**config.mk**
```make
export PLATFORM = sky130hd
export DESIGN_NAME = search_stack_engine_top
export DESIGN_NICKNAME = d
export VERILOG_FILES = /design/src/rtl/sse_pkg.sv /design/src/rtl/sse_unit.sv /design/src/rtl/sse_mem.sv /design/src/rtl/sse_ctrl.sv /design/src/rtl/search_stack_engine_top.sv
export SDC_FILE = /design/constraint.sdc
export NUM_CORES = 1
export LEC_CHECK = 0
export ABC_AREA = 1
export BUFFER_PORTS_ARGS = -buffer_cell sky130_fd_sc_hd__buf_4
export CORE_MARGIN = 2
export CORE_UTILIZATION = 60
export CTS_CLUSTER_SIZE = 40
export DETAILED_ROUTE_END_ITERATION = 16
export HOLD_SLACK_MARGIN = 0.05
export PLACE_DENSITY = 0.8
export SKIP_CTS_REPAIR_TIMING = 1
export SYNTH_ARGS = -nofsm -noshare
export SYNTH_HDL_FRONTEND = slang
export SYNTH_HIERARCHICAL = 1
export SYNTH_SLANG_ARGS = --single-unit
```
**constraint.sdc**
```tcl
create_clock -name aclk -period 12.5 [get_ports aclk]
set_input_delay 2.5 -clock aclk [delete_from_list [all_inputs] [get_ports aclk]]
set_output_delay 2.5 -clock aclk [all_outputs]
set_load 0.01 [all_outputs]
```
**src/rtl/sse_pkg.sv**
```systemverilog
// Shared types and constants for the search stack engine.
`timescale 1ns / 1ps
`default_nettype none

package sse_pkg;

    localparam int DEPTH_DEF = 16;
    localparam int DATA_W    = 32;

    typedef enum logic [2:0] {
        OP_PUSH   = 3'd0,
        OP_POP    = 3'd1,
        OP_SEARCH = 3'd2,
        OP_MIDDLE = 3'd3,
        OP_LIST   = 3'd4
    } sse_op_t;

    typedef enum logic [1:0] {
        ST_OK    = 2'd0,
        ST_EMPTY = 2'd1,
        ST_FULL  = 2'd2
    } sse_status_t;

    typedef enum logic [1:0] {
        S_IDLE,
        S_EXEC,
        S_SCAN,
        S_EMIT
    } sse_state_t;

    typedef enum logic [1:0] {
        U_INC,
        U_DEC,
        U_MID
    } sse_uop_t;

    typedef struct packed {
        logic wr_en;
        logic rd_en;
    } sse_mem_ctl_t;

endpackage

`default_nettype wire

```
**src/rtl/sse_unit.sv**
```systemverilog
// Shared count arithmetic and word compare unit.
`timescale 1ns / 1ps
`default_nettype none

module sse_unit #(
    parameter int CW = 5
) (
    input  var sse_pkg::sse_uop_t          uop,
    input  var logic [CW-1:0]              a_in,
    input  var logic signed [sse_pkg::DATA_W-1:0] entry,
    input  var logic signed [sse_pkg::DATA_W-1:0] key,
    output var logic [CW-1:0]              res,
    output var logic                       eq
);

    always_comb begin
        unique case (uop)
            sse_pkg::U_INC: res = a_in + CW'(1);
            sse_pkg::U_DEC: res = a_in - CW'(1);
            sse_pkg::U_MID: res = a_in - CW'(1) - (a_in >> 1);
            default:        res = a_in;
        endcase
    end

    assign eq = (entry == key);

endmodule

`default_nettype wire

```
**src/rtl/sse_mem.sv**
```systemverilog
// Stack word store: one write and one registered read per cycle at one shared address.
`timescale 1ns / 1ps
`default_nettype none

module sse_mem #(
    parameter int DEPTH = 16,
    parameter int AW    = 4
) (
    input  var logic                              aclk,
    input  var sse_pkg::sse_mem_ctl_t             ctl,
    input  var logic [AW-1:0]                     addr,
    input  var logic signed [sse_pkg::DATA_W-1:0] wr_data,
    output var logic signed [sse_pkg::DATA_W-1:0] rd_data
);

    logic signed [sse_pkg::DATA_W-1:0] mem [DEPTH];
    logic signed [sse_pkg::DATA_W-1:0] rd_data_reg;

    always_ff @(posedge aclk) begin
        if (ctl.wr_en) begin
            mem[addr] <= wr_data;
        end
    end

    always_ff @(posedge aclk) begin
        if (ctl.rd_en) begin
            rd_data_reg <= mem[addr];
        end
    end

    assign rd_data = rd_data_reg;

endmodule

`default_nettype wire

```
**src/rtl/sse_ctrl.sv**
```systemverilog
// Sequencer: decodes operations, walks the store and drives the result register.
`timescale 1ns / 1ps
`default_nettype none

module sse_ctrl #(
    parameter int DEPTH = 16,
    parameter int AW    = 4,
    parameter int CW    = 5
) (
    input  var logic                              aclk,
    input  var logic                              aresetn,
    input  var logic                              s_valid,
    output var logic                              s_ready,
    input  var logic [2:0]                        s_opcode,
    input  var logic signed [sse_pkg::DATA_W-1:0] s_value,
    output var logic                              m_valid,
    input  var logic                              m_ready,
    output var logic [1:0]                        m_status,
    output var logic                              m_found,
    output var logic signed [sse_pkg::DATA_W-1:0] m_data,
    output var logic                              m_last,
    output var sse_pkg::sse_mem_ctl_t             mem_ctl,
    output var logic [AW-1:0]                     mem_addr,
    output var logic signed [sse_pkg::DATA_W-1:0] mem_wdata,
    input  var logic signed [sse_pkg::DATA_W-1:0] rd_data
);

    sse_pkg::sse_state_t state_reg, state_next;
    sse_pkg::sse_op_t    op_reg, op_next;
    logic signed [sse_pkg::DATA_W-1:0] key_reg, key_next;
    logic [CW-1:0] fill_reg, fill_next;
    logic [CW-1:0] ptr_reg, ptr_next;
    logic          hit_reg, hit_next;
    logic          rdv_reg, rdv_next;
    logic          list_reg, list_next;

    logic          m_valid_reg;
    logic [1:0]    m_status_reg;
    logic          m_found_reg;
    logic signed [sse_pkg::DATA_W-1:0] m_data_reg;
    logic          m_last_reg;

    logic                 out_free;
    logic                 emit;
    sse_pkg::sse_status_t e_status;
    logic                 e_found;
    logic signed [sse_pkg::DATA_W-1:0] e_data;
    logic                 e_last;
    logic                 empty;
    logic                 full;

    sse_pkg::sse_uop_t uop;
    logic [CW-1:0]     ua;
    logic [CW-1:0]     ures;
    logic              ueq;

    sse_unit #(.CW(CW)) u_unit (
        .uop   (uop),
        .a_in  (ua),
        .entry (rd_data),
        .key   (key_reg),
        .res   (ures),
        .eq    (ueq)
    );

    assign out_free = !m_valid_reg || m_ready;
    assign empty    = (fill_reg == '0);
    assign full     = (fill_reg == CW'(DEPTH));

    always_ff @(posedge aclk) begin
        if (!aresetn) begin
            state_reg   <= sse_pkg::S_IDLE;
            fill_reg    <= '0;
            rdv_reg     <= 1'b0;
            m_valid_reg <= 1'b0;
        end else begin
            state_reg <= state_next;
            fill_reg  <= fill_next;
            rdv_reg   <= rdv_next;
            if (emit) begin
                m_valid_reg <= 1'b1;
            end else if (m_ready) begin
                m_valid_reg <= 1'b0;
            end
        end
    end

    always_ff @(posedge aclk) begin
        op_reg   <= op_next;
        key_reg  <= key_next;
        ptr_reg  <= ptr_next;
        hit_reg  <= hit_next;
        list_reg <= list_next;
        if (emit) begin
            m_status_reg <= e_status;
            m_found_reg  <= e_found;
            m_data_reg   <= e_data;
            m_last_reg   <= e_last;
        end
    end

    always_comb begin
        state_next = state_reg;
        op_next    = op_reg;
        key_next   = key_reg;
        fill_next  = fill_reg;
        ptr_next   = ptr_reg;
        hit_next   = hit_reg;
        list_next  = list_reg;
        s_ready    = 1'b0;
        mem_ctl    = '0;
        mem_addr   = fill_reg[AW-1:0];
        mem_wdata  = key_reg;
        uop        = sse_pkg::U_INC;
        ua         = fill_reg;
        emit       = 1'b0;
        e_status   = sse_pkg::ST_OK;
        e_found    = 1'b0;
        e_data     = '0;
        e_last     = 1'b1;

        unique case (state_reg)
            sse_pkg::S_IDLE: begin
                s_ready = 1'b1;
                if (s_valid) begin
                    op_next    = sse_pkg::sse_op_t'(s_opcode);
                    key_next   = s_value;
                    state_next = sse_pkg::S_EXEC;
                end
            end

            sse_pkg::S_EXEC: begin
                unique case (op_reg)
                    sse_pkg::OP_PUSH: begin
                        if (out_free) begin
                            emit       = 1'b1;
                            state_next = sse_pkg::S_IDLE;
                            if (full) begin
                                e_status = sse_pkg::ST_FULL;
                            end else begin
                                mem_ctl.wr_en = 1'b1;
                                uop           = sse_pkg::U_INC;
                                fill_next     = ures;
                            end
                        end
                    end
                    sse_pkg::OP_POP: begin
                        if (out_free) begin
                            emit       = 1'b1;
                            state_next = sse_pkg::S_IDLE;
                            if (empty) begin
                                e_status = sse_pkg::ST_EMPTY;
                            end else begin
                                uop       = sse_pkg::U_DEC;
                                fill_next = ures;
                            end
                        end
                    end
                    sse_pkg::OP_SEARCH, sse_pkg::OP_MIDDLE, sse_pkg::OP_LIST: begin
                        if (empty) begin
                            if (out_free) begin
                                emit       = 1'b1;
                                e_status   = sse_pkg::ST_EMPTY;
                                state_next = sse_pkg::S_IDLE;
                            end
                        end else if (op_reg == sse_pkg::OP_SEARCH) begin
                            // start the walk from the bottom entry
                            mem_ctl.rd_en = 1'b1;
                            mem_addr      = '0;
                            ptr_next      = CW'(1);
                            hit_next      = 1'b0;
                            state_next    = sse_pkg::S_SCAN;
                        end else begin
                            uop           = (op_reg == sse_pkg::OP_LIST) ?
                                            sse_pkg::U_DEC : sse_pkg::U_MID;
                            mem_ctl.rd_en = 1'b1;
                            mem_addr      = ures[AW-1:0];
                            ptr_next      = ures;
                            list_next     = (op_reg == sse_pkg::OP_LIST);
                            state_next    = sse_pkg::S_EMIT;
                        end
                    end
                    default: begin
                        // unused opcode: drop silently
                        state_next = sse_pkg::S_IDLE;
                    end
                endcase
            end

            sse_pkg::S_SCAN: begin
                ua  = ptr_reg;
                uop = sse_pkg::U_INC;
                if (ptr_reg != fill_reg) begin
                    mem_ctl.rd_en = 1'b1;
                    mem_addr      = ptr_reg[AW-1:0];
                    ptr_next      = ures;
                end
                if (rdv_reg && ueq) begin
                    hit_next = 1'b1;
                end
                if ((ptr_reg == fill_reg) && !rdv_reg && out_free) begin
                    emit       = 1'b1;
                    e_found    = hit_reg;
                    state_next = sse_pkg::S_IDLE;
                end
            end

            sse_pkg::S_EMIT: begin
                ua  = ptr_reg;
                uop = sse_pkg::U_DEC;
                if (out_free) begin
                    emit   = 1'b1;
                    e_data = rd_data;
                    e_last = !list_reg || (ptr_reg == '0);
                    if (e_last) begin
                        state_next = sse_pkg::S_IDLE;
                    end else begin
                        // fetch the next entry down while this one leaves
                        mem_ctl.rd_en = 1'b1;
                        mem_addr      = ures[AW-1:0];
                        ptr_next      = ures;
                    end
                end
            end

            default: begin
                state_next = sse_pkg::S_IDLE;
            end
        endcase

        rdv_next = mem_ctl.rd_en;
    end

    assign m_valid  = m_valid_reg;
    assign m_status = m_status_reg;
    assign m_found  = m_found_reg;
    assign m_data   = m_data_reg;
    assign m_last   = m_last_reg;

endmodule

`default_nettype wire

```
**src/rtl/search_stack_engine_top.sv**
```systemverilog
// Search stack engine top: LIFO of signed words with search, middle and listing.
//
//  channel   direction  tdata              tuser                      tlast
//  s_axis    in         operand_value      opcode                     -
//  m_axis    out        entry_data         status, found              last
//
// Operations: push and pop finish in the execute state; search reads one store entry
// per cycle through the single read port feeding the shared comparator; list gives
// one entry per cycle from the same port while the result register is free.
// Reset: aresetn clears the fill count, sequencer state and result valid flag; the
// word store itself is not cleared and needs no clearing pass.
// Stalls: a held result stalls the sequencer only when a new result must be written;
// s_axis_tready is high only while the sequencer is idle.
`timescale 1ns / 1ps
`default_nettype none

module search_stack_engine_top #(
    parameter int DEPTH = sse_pkg::DEPTH_DEF
) (
    input  var logic        aclk,
    input  var logic        aresetn,
    input  var logic        s_axis_tvalid,
    output var logic        s_axis_tready,
    input  var logic [31:0] s_axis_tdata,   // [31:0] operand_value
    input  var logic [2:0]  s_axis_tuser,   // [2:0] opcode
    output var logic        m_axis_tvalid,
    input  var logic        m_axis_tready,
    output var logic [31:0] m_axis_tdata,   // [31:0] entry_data
    output var logic [2:0]  m_axis_tuser,   // [1:0] status, [2] found
    output var logic        m_axis_tlast    // last result of the transaction
);

    // address and count widths follow the depth
    localparam int AW = (DEPTH > 1) ? $clog2(DEPTH) : 1;
    localparam int CW = $clog2(DEPTH + 1);

    sse_pkg::sse_mem_ctl_t             mem_ctl;
    logic [AW-1:0]                     mem_addr;
    logic signed [sse_pkg::DATA_W-1:0] mem_wdata;
    logic signed [sse_pkg::DATA_W-1:0] rd_data;
    logic signed [sse_pkg::DATA_W-1:0] m_data;
    logic [1:0]                        m_status;
    logic                              m_found;

    sse_mem #(
        .DEPTH (DEPTH),
        .AW    (AW)
    ) u_mem (
        .aclk    (aclk),
        .ctl     (mem_ctl),
        .addr    (mem_addr),
        .wr_data (mem_wdata),
        .rd_data (rd_data)
    );

    // hold operation and key, walk the store, drive the result register
    sse_ctrl #(
        .DEPTH (DEPTH),
        .AW    (AW),
        .CW    (CW)
    ) u_ctrl (
        .aclk      (aclk),
        .aresetn   (aresetn),
        .s_valid   (s_axis_tvalid),
        .s_ready   (s_axis_tready),
        .s_opcode  (s_axis_tuser),
        .s_value   (s_axis_tdata),
        .m_valid   (m_axis_tvalid),
        .m_ready   (m_axis_tready),
        .m_status  (m_status),
        .m_found   (m_found),
        .m_data    (m_data),
        .m_last    (m_axis_tlast),
        .mem_ctl   (mem_ctl),
        .mem_addr  (mem_addr),
        .mem_wdata (mem_wdata),
        .rd_data   (rd_data)
    );

    assign m_axis_tdata = m_data;
    assign m_axis_tuser = {m_found, m_status};

endmodule

`default_nettype wire

```
==> metrics.md, run 1 <==
| Metric | Value |
|---|---|
| Outcome | complete, no violations |
| Area grow syn2layout | 11.1% |
| Post-synth top area cell | edfxtp_1 |
| Vias in the first global route | 18200 |
| All-Layer GR Usage | 0.270 |
| Gate Count Post-Synth | 2616 |
| Setup Skew | 0.0216 ns |
| Leakage Power | 12.6 nW |
| Reg-to-reg critical path startpoint | u_ctrl/state_reg[1] |
| Critical-path top delay cell | nor2_4 |
| Largest net degree at the start of global routing | 104 |
| Later-pin clock latency in the skew report | 0.60 ns |
| CP Data Arrival Time | 7.89 ns |
| Worst Path Max Fanout | 83 |
| Mapped Nets | 2661 |
| Hold Path Stages | 2 |
| Fmax achieved | 130 MHz |
| Final period util | 0.616 |
| Yosys warnings | 6 |
| Die area | 46900 sq um |
| Final setup TNS | 0 ns |
| Sw Share | 0.281 |
| Most Frequent Cell on Critical Path | nand2_1 |
| Nets | 2719 |
| P_int | 0.00379 W |
| Synth top area share | 0.688 |
| Clock Power Share | 0.364 |
| Hold WC Path Type | register to register |
| Io pins | 77 |
| Minimum clock period | 7.69 ns |
| Drt initial violations | 1992 |
| R2R setup slack | 5.98 ns |
| Clock sinks | 631 |
| Post-synth cell types | 38 |
| WL/cell | 18.8 um |
| CTS max path bufs | 3 |
| Async SR Flop Fraction | 0 |
| Router iterations before antenna repair | 7 |
| Die height | 217 um |
| CP startpoint | m_axis_tready |
| Number of flip-flops in the largest register | 512 |
| Setup crit start kind | input pin |
| Final hold violation count | 0 |
| Row cnt | 77 |
| Largest reg by FF count | u_mem/mem |
| Total core area | 44400 sq um |
| Synth Register Bits | 631 |
| Post-Syn Area | 27100 sq um |
| Worst Tran Pin Value | 1.34 ns |
| Setup crit end | u_mem/mem[11][9] |
| First-pass GRT wire length | 97200 um |
| GPL Wtd Cong | 0.880 |
| Bufs and invs on worst path | 7 |
| Combinational power share | 0.161 |
| DRT Wirelength | 62400 um |
| Worst VDD drop | 0.000106 V |
| Worst path required time | 12.69 ns |
| Psw | 0.00148 W |
| Slew HR | 0.104 |
| Synth Flop Type | edfxtp_1 |
| Worst hold start | u_ctrl/fill_reg[0] |
| Die W | 217 um |
| Most instantiated library cell after synthesis | nand2_1 |
| ANT nets after route | 0 |
| Reg-to-Reg End | u_mem/mem[12][15] |
| Drt drc | 0 |
| Starting Density | 0.611 |
| CP Depth | 21 |
| Worst-path clk slew | 0.06 ns |
| H-tree depth | 3 |
| Dpl hpwl | 34800 um |
| Crit-path cells | buf_4 > inv_1 > nand2_1 > inv_2 > nor2_1 > o21ai_0 > o21ai_0 > inv_1 > nor2_1 > nand2_1 > o2111ai_1 > inv_1 > nand3_1 > nand2_1 > nand2_1 > nand3_1 > nand4_1 > buf_4 > buf_4 > nand3_1 > nor2_4 |
| Delay-heaviest family, CP | simple AND/OR/NAND/NOR gates |
| Sequential share of power | 0.475 |
| Cell count of the worst reg-to-reg path | 20 |
| DR vias | 18300 |
| Unrepaired setup endpoints after global routing | false |
| Dominant cells by area after synthesis | edfxtp_1 (69%), nand2_1 (20%), inv_1 (2.1%), nor2_1 (1.5%), buf_6 (1.0%) |
| Initial antenna violation count | 0 |
| CTS tree | done |
| CP Class | input pin to register |
| # fillers | 3108 |
| Sequential share of the synthesized area | 0.695 |
| Final count of pins violating max slew | 0 |
| CTS buffer count | 66 |
| EDFF count, synth | 622 |
| Clk root buf | clkbuf_16 |
| Delay of the slowest cell on the worst path | 1.18 ns |
| Vias/cell | 5.52 |
| Total gr overflow | 0 |
| PortBufs | 76 |
| Pwr dens | 175 nW/um^2 |
| Max-cap check violation count | 0 |
| Crit. End Element | register |
| Setup-failing EPs final | 0 |
| Commonest cells post-synth | nand2_1 (1470), edfxtp_1 (622), inv_1 (149) |
| Syn Area/Cell | 10.4 sq um |
| Total power | 0.00528 W |
| Share of post-route cells with drive strength above 1 | 0.0903 |
placed cells by master (no fill, tap or decap), types with 6 or more instances in the layout:
cell,count
a21oi_1,8
buf_4,96
bufinv_16,6
clkbuf_1,13
clkbuf_16,68
clkinv_1,13
clkinv_2,9
dfxtp_1,9
edfxtp_1,622
inv_1,148
inv_2,11
nand2_1,1469
nand2_2,6
nand3_1,31
nand3_2,7
nand4_1,10
nor2_1,91
nor2_4,23
o21ai_0,9
o21ai_1,6
xor2_1,26
area by class of cell:
cell class	instances	area (sq um)	area share
Clock buffer	81	1750	0.0581
Antenna cell	1	2.50	0.0000830
Sequential cell	631	18900	0.626
Timing Repair Buffer	96	721	0.0239
Inverter	161	612	0.0203
Tap cell	592	741	0.0246
Multi-Input combinational cell	1718	7090	0.235
Clock inverter	37	373	0.0124
cell families after synthesis:
kind of cell | Yosys count | synth area share
AO/OA/AOI/OAI | 34 | 0.00752
XOR/XNOR | 31 | 0.0103
adder cells (fa/ha/maj) | 6 | 0.00304
buffers and inverters | 267 | 0.0491
flip-flops | 631 | 0.695
AND/OR/NAND/NOR | 1647 | 0.235
worst reg2reg max path, stage by stage, from the launching register on:
cell and delay, ns:
dfxtp_1 0.71, nand2_1 0.11, o21ai_0 0.18, inv_1 0.20, ha_1 0.36, inv_1 0.15
fa_1 0.43, nand2_1 0.08, o2111ai_1 0.17, inv_1 0.13, nand3_1 0.08, nand2_1 0.08
nand2_1 0.05, nand3_1 0.08, nand4_1 0.10, buf_4 0.32, buf_4 0.52, inv_4 0.75
nand3_1 0.55, nor2_4 0.71, buf_4 0.42
metal layers:
metal / vias to the layer above / track usage / part of all wire
met5: - / 0 / 0
met4: 0 / 0.114 / 0.037
met3: 161 / 0.0480 / 0.083
met2: 893 / 0.449 / 0.48
met1: 8744 / 0.353 / 0.40
li1: 8520 / - / -
power groups by stage:
stage | logic (W) | clock network [W] | registers [W]
final | 0.000850 | 0.00192 | 0.00250
after floorplan | 0.000629 | 0 | 0.00252
after CTS | 0.000842 | 0.00194 | 0.00250
after global placement | 0.000814 | 0 | 0.00254
after detailed placement | 0.000834 | 0 | 0.00255
after global routing | 0.000955 | 0.00203 | 0.00251
how the worst min path moves through the flow:
| stage | end | slack (ns) |
|---|---|---|
| after CTS | u_ctrl/fill_reg[0] | 0.57 |
| after global routing | u_ctrl/fill_reg[1] | 0.62 |
| final | u_ctrl/fill_reg[0] | 0.58 |
| after global placement | u_ctrl/m_data[25] | 0.58 |
| after detailed placement | u_ctrl/fill_reg[0] | 0.56 |
| after floorplan | u_ctrl/fill_reg[0] | 0.51 |
metrics by stage:
step | hold WS (ns) | worst slack, ns | cells | utilization | cell area [sq um]
5_1_grt | 0.624 | 4.32 | 3316 | 0.679 | 30100
4_1_cts | 0.572 | 4.85 | 3316 | 0.679 | 30100
2_1_floorplan | 0.508 | 5.89 | 2616 | - | 27100
6_report | 0.581 | 4.81 | 3317 | 0.679 | 30100
3_3_place_gp | 0.579 | 4.27 | 3198 | 0.631 | 28000
3_5_place_dp | 0.563 | 4.29 | 3198 | 0.631 | 28000
(Power assumes the default switching activity.)
==> run 2: changes to the inputs <==
ABC_AREA = 0   (was 1)
CORE_UTILIZATION = 56   (was 60)
PLACE_DENSITY = 0.79   (was 0.8)
clock period = 6.9 ns   (was 12.5 ns; I/O delays follow)
==> metrics.md, run 2 <==
| Metric | Value |
|---|---|
| Diodes inserted | 0 |
| Final non-filler cell total | 1936 |
| GPL Wtd Cong | 0.850 |
| Yosys warnings | 6 |
| Delay of the slowest cell on the worst path | 1.05 ns |
| Total gr overflow | 0 |
| Setup crit start kind | register |
| Sequential share of power | 0.545 |
| Combinational power share | 0.021 |
| Initial antenna violation count | 2 |
| CP Data Arrival Time | 5.76 ns |
| Delay-heaviest family, CP | simple AND/OR/NAND/NOR gates |
| ANT nets after route | 0 |
| Commonest cells post-synth | edfxtp_1 (622), mux4_2 (128), a22oi_1 (65) |
| Row cnt | 76 |
| Nets | 1349 |
| Slew HR | 0.188 |
| Synth Flop Type | edfxtp_1 |
| Setup-failing EPs final | 0 |
| Router iterations before antenna repair | 5 |
| Max-cap check violation count | 0 |
| Inst Count DP | 1827 |
| CTS buffer count | 60 |
| Share of post-route cells with drive strength above 1 | 0.268 |
| Area grow syn2layout | 14.1% |
| Post-synth cell types | 61 |
| Hold WC Path Type | register to register |
| H-tree depth | 2 |
| Vias in the first global route | 12600 |
| Synth top area share | 0.760 |
| Sw Share | 0.196 |
| CTS max path bufs | 3 |
| Crit-path cells | mux2_2 > inv_1 > ha_1 > xor2_1 > ha_1 > a21oi_1 > o21ai_0 > xnor2_1 > o221ai_1 > inv_1 > o211ai_1 > nand3b_1 > nor2_4 |
| Drt initial violations | 1599 |
| Worst path required time | 7.14 ns |
| Leakage Power | 8.91 nW |
| Dominant cells by area after synthesis | edfxtp_1 (76%), mux4_2 (12%), a22oi_1 (2.0%), xor2_1 (1.3%), and3_1 (0.87%) |
| CTS tree | done |
| Die height | 213 um |
| # fillers | 2781 |
| Final Instance Area | 28000 sq um |
| First-pass GRT wire length | 80600 um |
| DRT Wirelength | 54200 um |
| Most common cell after layout, fill and taps aside | edfxtp_1 |
| Worst VDD drop | 0.000215 V |
| Mapped Nets | 1241 |
| Setup Skew | 0.0266 ns |
| Number of flip-flops in the largest register | 512 |
| Post-Syn Area | 24600 sq um |
| Clk root buf | clkbuf_16 |
| Async SR Flop Fraction | 0 |
| Final count of pins violating max slew | 0 |
| Worst Tran Pin Value | 1.22 ns |
| WL/cell | 28.0 um |
| R2R setup slack | 1.37 ns |
| Cell area after placement | 26000 sq um |
| Bufs and invs on worst path | 2 |
| Fmax achieved | 181 MHz |
| Die area | 45600 sq um |
| Total core area | 43200 sq um |
| Critical-path top delay cell | nor2_4 |
| Psw | 0.00155 W |
| P_int | 0.00634 W |
| Die W | 213 um |
| Synth Register Bits | 631 |
| Starting Density | 0.569 |
| Sequential share of the synthesized area | 0.768 |
| Unrepaired setup endpoints after global routing | false |
| Vias/cell | 6.42 |
| Largest reg by FF count | u_mem/mem |
| Worst-path clk slew | 0.06 ns |
| Gate Count Post-Synth | 1196 |
| Later-pin clock latency in the skew report | 0.63 ns |
| PortBufs | 76 |
| Clock sinks | 631 |
| Final period util | 0.801 |
| Worst Path Max Fanout | 32 |
| Drt drc | 0 |
| Outcome | complete, no violations |
| Largest net degree at the start of global routing | 89 |
| Syn Area/Cell | 20.5 sq um |
| All-Layer GR Usage | 0.247 |
| DR vias | 12400 |
| Pwr dens | 281 nW/um^2 |
| Final setup TNS | 0 ns |
| CP Class | register to register |
| Total power | 0.00789 W |
| Most instantiated library cell after synthesis | edfxtp_1 |
| Io pins | 77 |
| Commonest non-fill, non-tap cells in the layout | edfxtp_1 (622), mux4_2 (128), buf_4 (109) |
| Post-synth top area cell | edfxtp_1 |
| Area of the multi-input gates | 5480 sq um |
| Dpl hpwl | 29100 um |
| Final hold violation count | 0 |
| EDFF count, synth | 622 |
| Minimum clock period | 5.53 ns |
| Crit. End Element | register |
| Storage cell area | 18900 sq um |
| Final hold slack | 0.569 ns |
| Clock Power Share | 0.434 |
## run 2: cell count changes after synthesis, sizes merged, moves of 33 or more
cell,change
nand3,-33
a22oi,+65
mux4,+128
nor2,-84
buf,-70
and3,+34
inv,-148
nand2,-1429
## run 2: metrics by stage
step           setup WS (ns)   util
5_1_grt                0.985  0.649
3_5_place_dp            1.12  0.602
6_report                1.37  0.649
4_1_cts                 1.44  0.649
3_3_place_gp            1.31  0.602
2_1_floorplan          0.662      -
## run 2: logic make-up after synthesis
| kind of cell | Yosys count | synth area share |
|---|---|---|
| compound gates | 109 | 0.0343 |
| fa+ha+maj | 6 | 0.00336 |
| xor+xnor | 44 | 0.0157 |
| simple gates | 185 | 0.0405 |
| buf+inv | 79 | 0.0152 |
| flops | 631 | 0.768 |
| mux | 142 | 0.123 |
## run 2: final cells by class
type	instances	area share
timing repair buffer	111	0.0306
clock buffer	68	0.0554
tap	585	0.0261
inverter	14	0.00187
multi-input combinational	486	0.195
sequential	631	0.673
clock inverter	41	0.0179
## run 2: worst reg2reg max path, cell delays in order, from the launching register on
cell and delay, ns:
dfxtp_1 0.73, mux2_2 0.50, inv_1 0.08, ha_1 0.25, xor2_1 0.17, ha_1 0.29
a21oi_1 0.14, o21ai_0 0.11, xnor2_1 0.14, o221ai_1 0.28, inv_1 0.11, o211ai_1 0.76
nand3b_1 0.51, nor2_4 1.05
## run 2: power groups by stage
stage,Clock (W),Combinational (W),Sequential [W]
global placement,0,0.000163,0.00438
floorplan,0,0.0000832,0.00437
CTS,0.00346,0.000167,0.00430
detailed placement,0,0.000166,0.00438
global route,0.00359,0.000178,0.00431
finish,0.00342,0.000166,0.00430
## run 2: layer usage
| layer | track usage | vias up | share of wire |
|---|---|---|---|
| li1 | - | 5150 | - |
| met1 | 0.333 | 6413 | 0.38 |
| met2 | 0.398 | 736 | 0.49 |
| met3 | 0.0549 | 122 | 0.094 |
| met4 | 0.0996 | 4 | 0.035 |
| met5 | 0 | - | 0.00030 |
## run 2: path summary, 6_finish.rpt
path	from	end	cells after the start
worst max-delay path	u_ctrl/state_reg[1]	u_mem/mem[10][7]	13
worst min-delay path	u_ctrl/hit_reg	u_ctrl/m_found	1
worst max register to register	u_ctrl/state_reg[1]	u_mem/mem[10][7]	13
worst min register to register	u_ctrl/hit_reg	u_ctrl/m_found	1
